$ cat config.mk
export PLATFORM = sky130hd
export DESIGN_NAME = line_follow_steering_unit
export DESIGN_NICKNAME = d
export VERILOG_FILES = /design/src/sv/lfs_pkg.sv /design/src/sv/lfs_cfg_regs.sv /design/src/sv/line_follow_steering_unit.sv
export SDC_FILE = /design/constraint.sdc
export NUM_CORES = 2
export LEC_CHECK = 0
export ABC_AREA = 1
export BUFFER_PORTS_ARGS = -buffer_cell sky130_fd_sc_hd__buf_4
export CORE_UTILIZATION = 40
export DETAILED_ROUTE_END_ITERATION = 6
export HOLD_SLACK_MARGIN = 0.02
export PLACE_DENSITY = 0.6
export RECOVER_POWER = 25
export REMOVE_ABC_BUFFERS = 1
export SYNTH_ARGS = -nofsm -noshare
export SYNTH_HDL_FRONTEND = slang
export SYNTH_SLANG_ARGS = --single-unit
$ cat constraint.sdc
create_clock -name aclk -period 15.1 [get_ports aclk]
set_input_delay 1.51 -clock aclk [delete_from_list [all_inputs] [get_ports aclk]]
set_output_delay 1.51 -clock aclk [all_outputs]
set_load 0.02 [all_outputs]
$ cat src/sv/lfs_pkg.sv
// ----------------------------------------------------------------------------
// lfs_pkg
// Shared types, widths, register indexes and pattern classes for the
// line-follow steering unit.
// ----------------------------------------------------------------------------
package lfs_pkg;

    // Field widths
    localparam int PAT_W   = 5;
    localparam int POS_W   = 12;
    localparam int GAIN_W  = 16;
    localparam int SPEED_W = 8;
    localparam int FRAC_W  = 16;

    // Integral width (saturating accumulator)
    localparam int SUM_BITS = 24;

    // Derived datapath widths
    localparam int ERR_W  = POS_W + 1;
    localparam int DIF_W  = ERR_W + 1;
    localparam int PP_W   = ERR_W + GAIN_W + 1;
    localparam int PI_W   = SUM_BITS + GAIN_W + 1;
    localparam int PD_W   = DIF_W + GAIN_W + 1;
    localparam int ACC_W  = PI_W + 2;
    localparam int CORR_W = ACC_W - FRAC_W;
    localparam int SPD_W  = CORR_W + 2;

    // Configuration port
    localparam int CFG_IDX_W  = 3;
    localparam int CFG_DATA_W = GAIN_W;

    localparam logic [CFG_IDX_W-1:0] REG_GAIN_P       = 3'd0;
    localparam logic [CFG_IDX_W-1:0] REG_GAIN_I       = 3'd1;
    localparam logic [CFG_IDX_W-1:0] REG_GAIN_D       = 3'd2;
    localparam logic [CFG_IDX_W-1:0] REG_SETPOINT     = 3'd3;
    localparam logic [CFG_IDX_W-1:0] REG_BASE_SPEED_A = 3'd4;
    localparam logic [CFG_IDX_W-1:0] REG_BASE_SPEED_B = 3'd5;
    localparam logic [CFG_IDX_W-1:0] REG_MAX_SPEED_A  = 3'd6;
    localparam logic [CFG_IDX_W-1:0] REG_MAX_SPEED_B  = 3'd7;

    // Register reset values
    localparam logic [GAIN_W-1:0]  RST_GAIN_P   = 16'd4588;
    localparam logic [GAIN_W-1:0]  RST_GAIN_I   = 16'd52;
    localparam logic [GAIN_W-1:0]  RST_GAIN_D   = 16'd39322;
    localparam logic [POS_W-1:0]   RST_SETPOINT = 12'd2000;
    localparam logic [SPEED_W-1:0] RST_BASE     = 8'd100;
    localparam logic [SPEED_W-1:0] RST_MAX      = 8'd150;

    // Action codes
    typedef enum logic [1:0] {
        ACT_PID     = 2'd0,
        ACT_RIGHT   = 2'd1,
        ACT_LEFT    = 2'd2,
        ACT_FORWARD = 2'd3
    } action_t;

    // Configuration bundle
    typedef struct packed {
        logic [GAIN_W-1:0]  gain_p;
        logic [GAIN_W-1:0]  gain_i;
        logic [GAIN_W-1:0]  gain_d;
        logic [POS_W-1:0]   setpoint;
        logic [SPEED_W-1:0] base_speed_a;
        logic [SPEED_W-1:0] base_speed_b;
        logic [SPEED_W-1:0] max_speed_a;
        logic [SPEED_W-1:0] max_speed_b;
    } cfg_t;

    // Sensor pattern classes
    function automatic logic is_left_edge(input logic [PAT_W-1:0] p);
        return (p == 5'b11100) || (p == 5'b11000) || (p == 5'b10000);
    endfunction

    function automatic logic is_right_edge(input logic [PAT_W-1:0] p);
        return (p == 5'b00111) || (p == 5'b00011) || (p == 5'b00001);
    endfunction

    function automatic logic is_line_break(input logic [PAT_W-1:0] p);
        return (p == 5'b00100) || (p == 5'b00010) || (p == 5'b01000);
    endfunction

endpackage

$ cat src/sv/lfs_cfg_regs.sv
// ----------------------------------------------------------------------------
// lfs_cfg_regs
// Write-only configuration register file for the steering unit.
// ----------------------------------------------------------------------------
module lfs_cfg_regs
    import lfs_pkg::*;
(
    input  logic                  aclk,
    input  logic                  aresetn,
    input  logic                  cfg_wr_en,
    input  logic [CFG_IDX_W-1:0]  cfg_wr_index,
    input  logic [CFG_DATA_W-1:0] cfg_wr_data,
    output cfg_t                  cfg
);

    cfg_t cfg_reg;
    cfg_t cfg_next;

    // Decode the write index into the register bundle
    always_comb begin
        cfg_next = cfg_reg;
        if (cfg_wr_en) begin
            unique case (cfg_wr_index)
                REG_GAIN_P:       cfg_next.gain_p       = cfg_wr_data;
                REG_GAIN_I:       cfg_next.gain_i       = cfg_wr_data;
                REG_GAIN_D:       cfg_next.gain_d       = cfg_wr_data;
                REG_SETPOINT:     cfg_next.setpoint     = cfg_wr_data[POS_W-1:0];
                REG_BASE_SPEED_A: cfg_next.base_speed_a = cfg_wr_data[SPEED_W-1:0];
                REG_BASE_SPEED_B: cfg_next.base_speed_b = cfg_wr_data[SPEED_W-1:0];
                REG_MAX_SPEED_A:  cfg_next.max_speed_a  = cfg_wr_data[SPEED_W-1:0];
                REG_MAX_SPEED_B:  cfg_next.max_speed_b  = cfg_wr_data[SPEED_W-1:0];
            endcase
        end
    end

    // Hold the register values, load defaults on reset
    always_ff @(posedge aclk) begin
        if (!aresetn) begin
            cfg_reg.gain_p       <= RST_GAIN_P;
            cfg_reg.gain_i       <= RST_GAIN_I;
            cfg_reg.gain_d       <= RST_GAIN_D;
            cfg_reg.setpoint     <= RST_SETPOINT;
            cfg_reg.base_speed_a <= RST_BASE;
            cfg_reg.base_speed_b <= RST_BASE;
            cfg_reg.max_speed_a  <= RST_MAX;
            cfg_reg.max_speed_b  <= RST_MAX;
        end else begin
            cfg_reg <= cfg_next;
        end
    end

    assign cfg = cfg_reg;

endmodule

$ cat src/sv/line_follow_steering_unit.sv
// ----------------------------------------------------------------------------
// line_follow_steering_unit
// Line follower steering: junction recovery from pattern history, else a
// Q16 PID step that drives two motors around their base speeds.
// ----------------------------------------------------------------------------
//  channel | direction | handshake          | contents
//  s_      | in        | s_tvalid/s_tready  | tdata: pattern, position
//  m_      | out       | m_tvalid/m_tready  | tuser: action; tdata: speed_a, speed_b
//  cfg_    | in        | cfg_wr_en          | cfg_wr_index, cfg_wr_data
//
// One transaction per cycle sustained while m_tready stays high; each
// result passes the input register, product register and output
// register. The gain multiplies sit between the first two registers.
// Reset is synchronous: history, integral and all valid flags clear.
// A stage advances when it is empty or the stage after it advances, so
// input is still taken while a result waits on m_tready until all three
// stages are full.
// ----------------------------------------------------------------------------
module line_follow_steering_unit
    import lfs_pkg::*;
(
    input  logic                  aclk,
    input  logic                  aresetn,
    // slave stream
    input  logic                  s_tvalid,
    output logic                  s_tready,
    input  logic [23:0]           s_tdata,    // [4:0] pattern, [16:5] position
    // master stream
    output logic                  m_tvalid,
    input  logic                  m_tready,
    output logic [15:0]           m_tdata,    // [7:0] speed_a, [15:8] speed_b
    output logic [1:0]            m_tuser,    // [1:0] action
    // configuration
    input  logic                  cfg_wr_en,
    input  logic [CFG_IDX_W-1:0]  cfg_wr_index,
    input  logic [CFG_DATA_W-1:0] cfg_wr_data
);

    cfg_t cfg;

    lfs_cfg_regs u_cfg (
        .aclk         (aclk),
        .aresetn      (aresetn),
        .cfg_wr_en    (cfg_wr_en),
        .cfg_wr_index (cfg_wr_index),
        .cfg_wr_data  (cfg_wr_data),
        .cfg          (cfg)
    );

    // ------------------------------------------------------------------
    // Pipeline control
    // ------------------------------------------------------------------
    logic v1_reg, v1_next;
    logic v2_reg, v2_next;
    logic v3_reg, v3_next;
    logic adv3, adv2, load1, fire1, fire2;

    assign adv3     = !v3_reg || m_tready;
    assign adv2     = !v2_reg || adv3;
    assign s_tready = !v1_reg || adv2;
    assign load1    = s_tvalid && s_tready;
    assign fire1    = v1_reg && adv2;
    assign fire2    = v2_reg && adv3;

    always_comb begin
        v1_next = v1_reg;
        v2_next = v2_reg;
        v3_next = v3_reg;
        if (s_tready) begin
            v1_next = s_tvalid;
        end
        if (adv2) begin
            v2_next = v1_reg;
        end
        if (adv3) begin
            v3_next = v2_reg;
        end
    end

    always_ff @(posedge aclk) begin
        if (!aresetn) begin
            v1_reg <= 1'b0;
            v2_reg <= 1'b0;
            v3_reg <= 1'b0;
        end else begin
            v1_reg <= v1_next;
            v2_reg <= v2_next;
            v3_reg <= v3_next;
        end
    end

    // ------------------------------------------------------------------
    // Stage 1: input register
    // ------------------------------------------------------------------
    logic [PAT_W-1:0] pat_reg;
    logic [POS_W-1:0] pos_reg;

    always_ff @(posedge aclk) begin
        if (load1) begin
            pat_reg <= s_tdata[PAT_W-1:0];
            pos_reg <= s_tdata[PAT_W+POS_W-1:PAT_W];
        end
    end

    // ------------------------------------------------------------------
    // Stage 1 logic: recovery decision, error terms, integral, products
    // ------------------------------------------------------------------
    logic [PAT_W-1:0]           last_pattern_reg, last_pattern_next;
    logic [PAT_W-1:0]           prior_pattern_reg, prior_pattern_next;
    logic signed [SUM_BITS-1:0] error_sum_reg, error_sum_next;
    logic signed [ERR_W-1:0]    prev_error_reg, prev_error_next;

    localparam logic signed [SUM_BITS-1:0] SUM_MAX = {1'b0, {(SUM_BITS-1){1'b1}}};
    localparam logic signed [SUM_BITS-1:0] SUM_MIN = {1'b1, {(SUM_BITS-1){1'b0}}};

    action_t                    act1;
    logic signed [ERR_W-1:0]    err1;
    logic signed [DIF_W-1:0]    dif1;
    logic signed [SUM_BITS:0]   sum_wide;
    logic signed [SUM_BITS-1:0] sum_sat;
    logic signed [PP_W-1:0]     prod_p1;
    logic signed [PI_W-1:0]     prod_i1;
    logic signed [PD_W-1:0]     prod_d1;

    // Pick the recovery action on an empty pattern
    always_comb begin
        act1 = ACT_PID;
        if (pat_reg == '0) begin
            priority if (is_left_edge(last_pattern_reg) || is_left_edge(prior_pattern_reg)) begin
                act1 = ACT_RIGHT;
            end else if (is_right_edge(last_pattern_reg)
                         || is_right_edge(prior_pattern_reg)) begin
                act1 = ACT_LEFT;
            end else if (is_line_break(last_pattern_reg)) begin
                act1 = ACT_FORWARD;
            end else begin
                act1 = ACT_PID;
            end
        end
    end

    // Form the error, its difference and the saturated integral
    always_comb begin
        err1     = $signed({1'b0, cfg.setpoint}) - $signed({1'b0, pos_reg});
        dif1     = {err1[ERR_W-1], err1} - {prev_error_reg[ERR_W-1], prev_error_reg};
        sum_wide = {error_sum_reg[SUM_BITS-1], error_sum_reg}
                 + {{(SUM_BITS+1-ERR_W){err1[ERR_W-1]}}, err1};
        if (sum_wide[SUM_BITS] != sum_wide[SUM_BITS-1]) begin
            sum_sat = sum_wide[SUM_BITS] ? SUM_MIN : SUM_MAX;
        end else begin
            sum_sat = sum_wide[SUM_BITS-1:0];
        end
    end

    // Multiply by the unsigned Q16 gains
    always_comb begin
        prod_p1 = err1    * $signed({1'b0, cfg.gain_p});
        prod_i1 = sum_sat * $signed({1'b0, cfg.gain_i});
        prod_d1 = dif1    * $signed({1'b0, cfg.gain_d});
    end

    // Shift the pattern history and update PID state on PID steps
    always_comb begin
        last_pattern_next  = last_pattern_reg;
        prior_pattern_next = prior_pattern_reg;
        error_sum_next     = error_sum_reg;
        prev_error_next    = prev_error_reg;
        if (fire1) begin
            prior_pattern_next = last_pattern_reg;
            last_pattern_next  = pat_reg;
            if (act1 == ACT_PID) begin
                error_sum_next  = sum_sat;
                prev_error_next = err1;
            end
        end
    end

    always_ff @(posedge aclk) begin
        if (!aresetn) begin
            last_pattern_reg  <= '0;
            prior_pattern_reg <= '0;
            error_sum_reg     <= '0;
            prev_error_reg    <= '0;
        end else begin
            last_pattern_reg  <= last_pattern_next;
            prior_pattern_reg <= prior_pattern_next;
            error_sum_reg     <= error_sum_next;
            prev_error_reg    <= prev_error_next;
        end
    end

    // ------------------------------------------------------------------
    // Stage 2: product register
    // ------------------------------------------------------------------
    action_t                act2_reg;
    logic signed [PP_W-1:0] prod_p_reg;
    logic signed [PI_W-1:0] prod_i_reg;
    logic signed [PD_W-1:0] prod_d_reg;

    always_ff @(posedge aclk) begin
        if (fire1) begin
            act2_reg   <= act1;
            prod_p_reg <= prod_p1;
            prod_i_reg <= prod_i1;
            prod_d_reg <= prod_d1;
        end
    end

    // ------------------------------------------------------------------
    // Stage 2 logic: sum, truncate toward zero, steer and clamp
    // ------------------------------------------------------------------
    logic signed [ACC_W-1:0]  acc2;
    logic signed [ACC_W-1:0]  acc_biased;
    logic signed [CORR_W-1:0] corr2;
    logic signed [SPD_W-1:0]  va, vb;
    logic [SPEED_W-1:0]       speed_a2, speed_b2;

    always_comb begin
        acc2 = {{(ACC_W-PP_W){prod_p_reg[PP_W-1]}}, prod_p_reg}
             + {{(ACC_W-PI_W){prod_i_reg[PI_W-1]}}, prod_i_reg}
             + {{(ACC_W-PD_W){prod_d_reg[PD_W-1]}}, prod_d_reg};
        // bias negative values so the shift rounds toward zero
        acc_biased = acc2 + (acc2[ACC_W-1] ? $signed({{(ACC_W-FRAC_W){1'b0}},
                                                      {FRAC_W{1'b1}}})
                                           : $signed({ACC_W{1'b0}}));
        corr2 = acc_biased[ACC_W-1:FRAC_W];
        va = $signed({{(SPD_W-SPEED_W){1'b0}}, cfg.base_speed_a})
           + {{(SPD_W-CORR_W){corr2[CORR_W-1]}}, corr2};
        vb = $signed({{(SPD_W-SPEED_W){1'b0}}, cfg.base_speed_b})
           - {{(SPD_W-CORR_W){corr2[CORR_W-1]}}, corr2};
    end

    // Zero both speeds on recovery actions; else clamp to the maximum first, then to zero
    always_comb begin
        priority if (act2_reg != ACT_PID) begin
            speed_a2 = '0;
        end else if (va > $signed({{(SPD_W-SPEED_W){1'b0}}, cfg.max_speed_a})) begin
            speed_a2 = cfg.max_speed_a;
        end else if (va[SPD_W-1]) begin
            speed_a2 = '0;
        end else begin
            speed_a2 = va[SPEED_W-1:0];
        end
        priority if (act2_reg != ACT_PID) begin
            speed_b2 = '0;
        end else if (vb > $signed({{(SPD_W-SPEED_W){1'b0}}, cfg.max_speed_b})) begin
            speed_b2 = cfg.max_speed_b;
        end else if (vb[SPD_W-1]) begin
            speed_b2 = '0;
        end else begin
            speed_b2 = vb[SPEED_W-1:0];
        end
    end

    // ------------------------------------------------------------------
    // Stage 3: output register
    // ------------------------------------------------------------------
    action_t            act3_reg;
    logic [SPEED_W-1:0] speed_a_reg;
    logic [SPEED_W-1:0] speed_b_reg;

    always_ff @(posedge aclk) begin
        if (fire2) begin
            act3_reg    <= act2_reg;
            speed_a_reg <= speed_a2;
            speed_b_reg <= speed_b2;
        end
    end

    assign m_tvalid = v3_reg;
    assign m_tdata  = {speed_b_reg, speed_a_reg};
    assign m_tuser  = act3_reg;

    // ------------------------------------------------------------------
    // Assertions
    // ------------------------------------------------------------------
    // input stalls only when every stage is full and the output is blocked
    assert property (@(posedge aclk) disable iff (!aresetn)
        !s_tready |-> (v1_reg && v2_reg && v3_reg && !m_tready))
        else $error("input stalled with room in the pipeline");

    // recovery actions carry zero speeds
    assert property (@(posedge aclk) disable iff (!aresetn)
        (m_tvalid && (m_tuser != ACT_PID)) |-> (m_tdata == '0))
        else $error("non-PID result with nonzero speed");

    // PID state moves only on a PID step leaving stage one
    assert property (@(posedge aclk) disable iff (!aresetn)
        !(fire1 && (act1 == ACT_PID)) |=> ($stable(error_sum_reg) && $stable(prev_error_reg)))
        else $error("PID state changed without a PID step");

    // pattern history shifts whenever an item leaves stage one
    assert property (@(posedge aclk) disable iff (!aresetn)
        fire1 |=> (prior_pattern_reg == $past(last_pattern_reg)
                   && last_pattern_reg == $past(pat_reg)))
        else $error("pattern history did not shift");

endmodule

==> insert_results.sql <==
INSERT INTO impl_metrics (metric_group, metric, value, unit) VALUES
('run_status', 'outcome', 'finished, violations left', ''),
('run_status', 'violated_checks', 'max-capacitance violations, max-slew violations', ''),
('cells_and_area', 'layout.cells.most_common_list', 'sky130_fd_sc_hd__nand2_1, sky130_fd_sc_hd__inv_1, sky130_fd_sc_hd__fa_1', ''),
('die', 'die_height', '346', 'um'),
('die', 'fp-row-count', '125', ''),
('cts', 'cts_tree', 'built', ''),
('cells_and_area', 'most_frequent_standard_cell_in_the_layout_excluding_fill_and_tap_cells', 'sky130_fd_sc_hd__nand2_1', ''),
('cts', 'cts.path.max_buffers', '3', ''),
('placed_design', 'buffer_ports.inserted', '60', ''),
('die', 'boundaryPins', '68', ''),
('global_routing', 'track_usage', '23.7', '%'),
('cts', 'cts_setup_buffers', '0', ''),
('cts', 'worst_skew_pair.late_latency', '0.60', 'ns'),
('hold_path', 'hold_class', 'flop to flop', ''),
('cells_and_area', 'largest_register_ff_count', '92', ''),
('cells_and_area', 'finalCoreUtilization', '43.3', '%'),
('cells_and_area', 'drive_above_1_share', '5.32', '%'),
('timing', 'fin_tns_setup', '0', 'ns'),
('cells_and_area', 'antenna_cells', '0', ''),
('cts', 'cts_root_buffer', 'sky130_fd_sc_hd__clkbuf_16', ''),
('cts', 'clock_sinks', '281', ''),
('timing', 'fin_skew', '0.0229', 'ns'),
('setup_path', 'largest_stage_delay_on_the_critical_path', '0.63', 'ns'),
('yosys', 'synth_cells', '5964', ''),
('die', 'die-width', '346', 'um'),
('detailed_routing', 'first_drt_iteration_drcs', '2642', ''),
('cells_and_area', 'synthToLayoutAreaGrowth', '6.79', '%'),
('flow_run', 'maxCapViolCount', '3', ''),
('detailed_routing', 'drt_pass1_iterations', '6', ''),
('global_routing', 'wire_length_of_the_first_global_routing_pass', '219', 'mm'),
('yosys', 'synth_cell_type_count', '55', ''),
('setup_path', 'cp-end-kind', 'flop', ''),
('detailed_routing', 'routed-via-count', '38116', ''),
('timing', 'ratio_of_final_minimum_period_to_clock_period', '90.3', '%'),
('cells_and_area', 'fin_cells', '7507', ''),
('detailed_routing', 'avgViaCountPerCell', '5.08', ''),
('yosys', 'synth-edff-count', '139', ''),
('cells_and_area', 'num-nets-final', '7200', ''),
('timing', 'slew_violations', '62', ''),
('yosys', 'ys.warnings.count', '0', ''),
('placed_design', 'number_of_cells_in_the_design_after_placement', '7439', ''),
('setup_path', 'slowest_stage', 'sky130_fd_sc_hd__nand2_1', ''),
('detailed_routing', 'drc', '0', ''),
('setup_path', 'crit_required', '15.43', 'ns'),
('timing', 'post-route-min-period', '13.64', 'ns'),
('die', 'design.core.area', '0.117', 'mm2'),
('cts', 'htreeDepth', '2', ''),
('yosys', 'synth-seq-area-share', '14.8', '%'),
('cts', 'cts-buffers-inserted', '37', ''),
('timing', 'final-setup-viol-count', '0', ''),
('timing', 'relSlewSlack', '-34.2', '%'),
('timing', 'tightestPinTransition', '2.01', 'ns'),
('timing', 'timing_hold_violations_final', '0', ''),
('hold_path', 'worst_hold_path.num_cells', '2', ''),
('global_routing', 'maximum_number_of_pins_on_one_net_before_global_route_repair', '96', ''),
('die', 'dieArea', '0.120', 'mm2'),
('detailed_routing', 'route.detailed.wl_per_inst', '18.6', 'um'),
('global_routing', 'overflow', '0', ''),
('placed_design', 'post_dp_cell_area', '0.0493', 'mm2'),
('timing', 'grt_setup_unrepaired', 'false', ''),
('yosys', 'synthesis.area_per_instance', '7.93', 'um2'),
('cells_and_area', 'fin_area', '0.0505', 'mm2'),
('yosys', 'postSynthRegisterBits', '281', ''),
('timing', 'fmax', '0.0733', 'GHz'),
('global_routing', 'antenna_found_initial', '3', ''),
('detailed_routing', 'ant_nets', '0', ''),
('detailed_routing', 'routed_wl', '140', 'mm'),
('setup_path', 'rr_worst_depth', '54', ''),
('yosys', 'synth-async-reset-ratio', '0', '%'),
('cts', 'postCtsResizedCells', '0', ''),
('placed_design', 'hpwlAfterDp', '115', 'mm'),
('cts', 'clkSlewWorstSetupHoldPaths', '0.06', 'ns'),
('setup_path', 'cp.arrival', '13.97', 'ns'),
('setup_path', 'cp_max_fo', '23', ''),
('die', 'floorplan.initialDensity', '40.5', '%'),
('yosys', 'synth_top_flop_cell', 'sky130_fd_sc_hd__dfxtp_1', ''),
('global_routing', 'first_global_vias', '38402', ''),
('setup_path', 'start_kind', 'flop', ''),
('cts', 'cts-hold-fix-buffers', '0', ''),
('yosys', 'syn-cell-area', '0.0473', 'mm2'),
('placed_design', 'place.gp.congestion', '0.926', ''),
('setup_path', 'path_common_cell', 'sky130_fd_sc_hd__nand2_1', ''),
('setup_path', 'path_class', 'flop to flop', '');
-- critical path, delay by kind of cell (launching register included) --
family | cells | cell delay, ns
fa+ha+maj | 9 | 3.88
compound gates | 22 | 4.96
buf+inv | 6 | 0.63
simple gates | 16 | 3.37
flops | 1 | 0.32
xor+xnor | 1 | 0.18
-- cell type report --
cell class,instances,area [um2]
inverter,1305,4900
sequential,281,7020
timing repair buffer,102,679
multi-input combinational,4227,34700
clock inverter,19,273
clock buffer,49,981
tap,1524,1910
fill,11886,66200
-- path summary, 6_finish.rpt --
check | start | to | slack (ns)
setup reg to reg | pos_reg[2]$_DFFE_PP_ | prod_i_reg[37]$_DFFE_PP_ | 1.46
hold / removal | u_cfg.cfg[74]$_SDFFE_PN0P_ | u_cfg.cfg[74]$_SDFFE_PN0P_ | 0.44
setup / recovery | pos_reg[2]$_DFFE_PP_ | prod_i_reg[37]$_DFFE_PP_ | 1.46
hold reg to reg | u_cfg.cfg[74]$_SDFFE_PN0P_ | u_cfg.cfg[74]$_SDFFE_PN0P_ | 0.44
-- cells by family (layout without fill, tap and decap cells) --
kind of cell / after synthesis / count (layout) / share of synthesized area (%)
flip-flops: 281 / 281 / 14.8
AO/OA/AOI/OAI: 569 / 569 / 6.57
XOR/XNOR: 156 / 156 / 2.89
AND/OR/NAND/NOR: 2304 / 2304 / 20.5
adder cells (fa/ha/maj): 1198 / 1198 / 43.5
buffers and inverters: 1456 / 1475 / 11.7
-- stage by stage --
step	hold slack, ns	worst slack [ns]
after floorplan	0.427	3.07
after global placement	0.431	1.73
after detailed placement	0.433	1.58
after CTS	0.441	1.55
after global routing	0.464	0.551
final	0.443	1.46
-- per-layer routing --
layer / GRT usage (%) / vias to the layer above / wire length [um]
li1: - / 18159 / -
met1: 32.3 / 18613 / 61600
met2: 39.0 / 1136 / 64300
met3: 3.70 / 208 / 9500
met5: 0 / - / 0
met4: 6.12 / 0 / 4120
-- Yosys cell counts (2+ instances only) --
library cell	count	area share, %
sky130_fd_sc_hd__o31ai_1	3	0.048
sky130_fd_sc_hd__nand4_1	48	0.64
sky130_fd_sc_hd__o2111ai_1	4	0.074
sky130_fd_sc_hd__nand3_2	12	0.25
sky130_fd_sc_hd__buf_2	15	0.16
sky130_fd_sc_hd__a21oi_1	283	3.0
sky130_fd_sc_hd__o21ai_1	10	0.11
sky130_fd_sc_hd__or2_2	20	0.26
sky130_fd_sc_hd__o21ai_0	173	1.8
sky130_fd_sc_hd__or2_1	2	0.026
sky130_fd_sc_hd__nor3_1	16	0.17
sky130_fd_sc_hd__nor4_1	3	0.040
sky130_fd_sc_hd__buf_1	10	0.079
sky130_fd_sc_hd__and2_1	5	0.066
sky130_fd_sc_hd__nor2_2	35	0.46
sky130_fd_sc_hd__inv_1	1258	10
sky130_fd_sc_hd__clkbuf_1	116	0.92
sky130_fd_sc_hd__nand2_1	1300	10
sky130_fd_sc_hd__ha_1	454	12
sky130_fd_sc_hd__a211oi_1	5	0.079
sky130_fd_sc_hd__a21boi_0	6	0.095
sky130_fd_sc_hd__edfxtp_1	139	8.8
sky130_fd_sc_hd__inv_2	34	0.27
sky130_fd_sc_hd__clkinv_1	12	0.095
sky130_fd_sc_hd__nand2_2	57	0.75
sky130_fd_sc_hd__a31oi_1	12	0.16
sky130_fd_sc_hd__nor2_4	8	0.19
sky130_fd_sc_hd__xor2_1	103	1.9
sky130_fd_sc_hd__a221oi_1	4	0.074
sky130_fd_sc_hd__buf_4	8	0.13
sky130_fd_sc_hd__o211ai_1	37	0.59
sky130_fd_sc_hd__nand3b_1	7	0.11
sky130_fd_sc_hd__a21boi_1	5	0.079
sky130_fd_sc_hd__fa_1	744	31
sky130_fd_sc_hd__nor2_1	555	4.4
sky130_fd_sc_hd__o21bai_1	14	0.22
sky130_fd_sc_hd__nand2_4	7	0.17
sky130_fd_sc_hd__a21o_1	7	0.11
sky130_fd_sc_hd__dfxtp_1	142	6.0
sky130_fd_sc_hd__xnor2_1	53	0.98
sky130_fd_sc_hd__nand3_1	221	2.3
sky130_fd_sc_hd__nor2_8	4	0.17
Power is not shown: default switching activity piles up to over one toggle a cycle in this logic, so the estimate is an artifact.
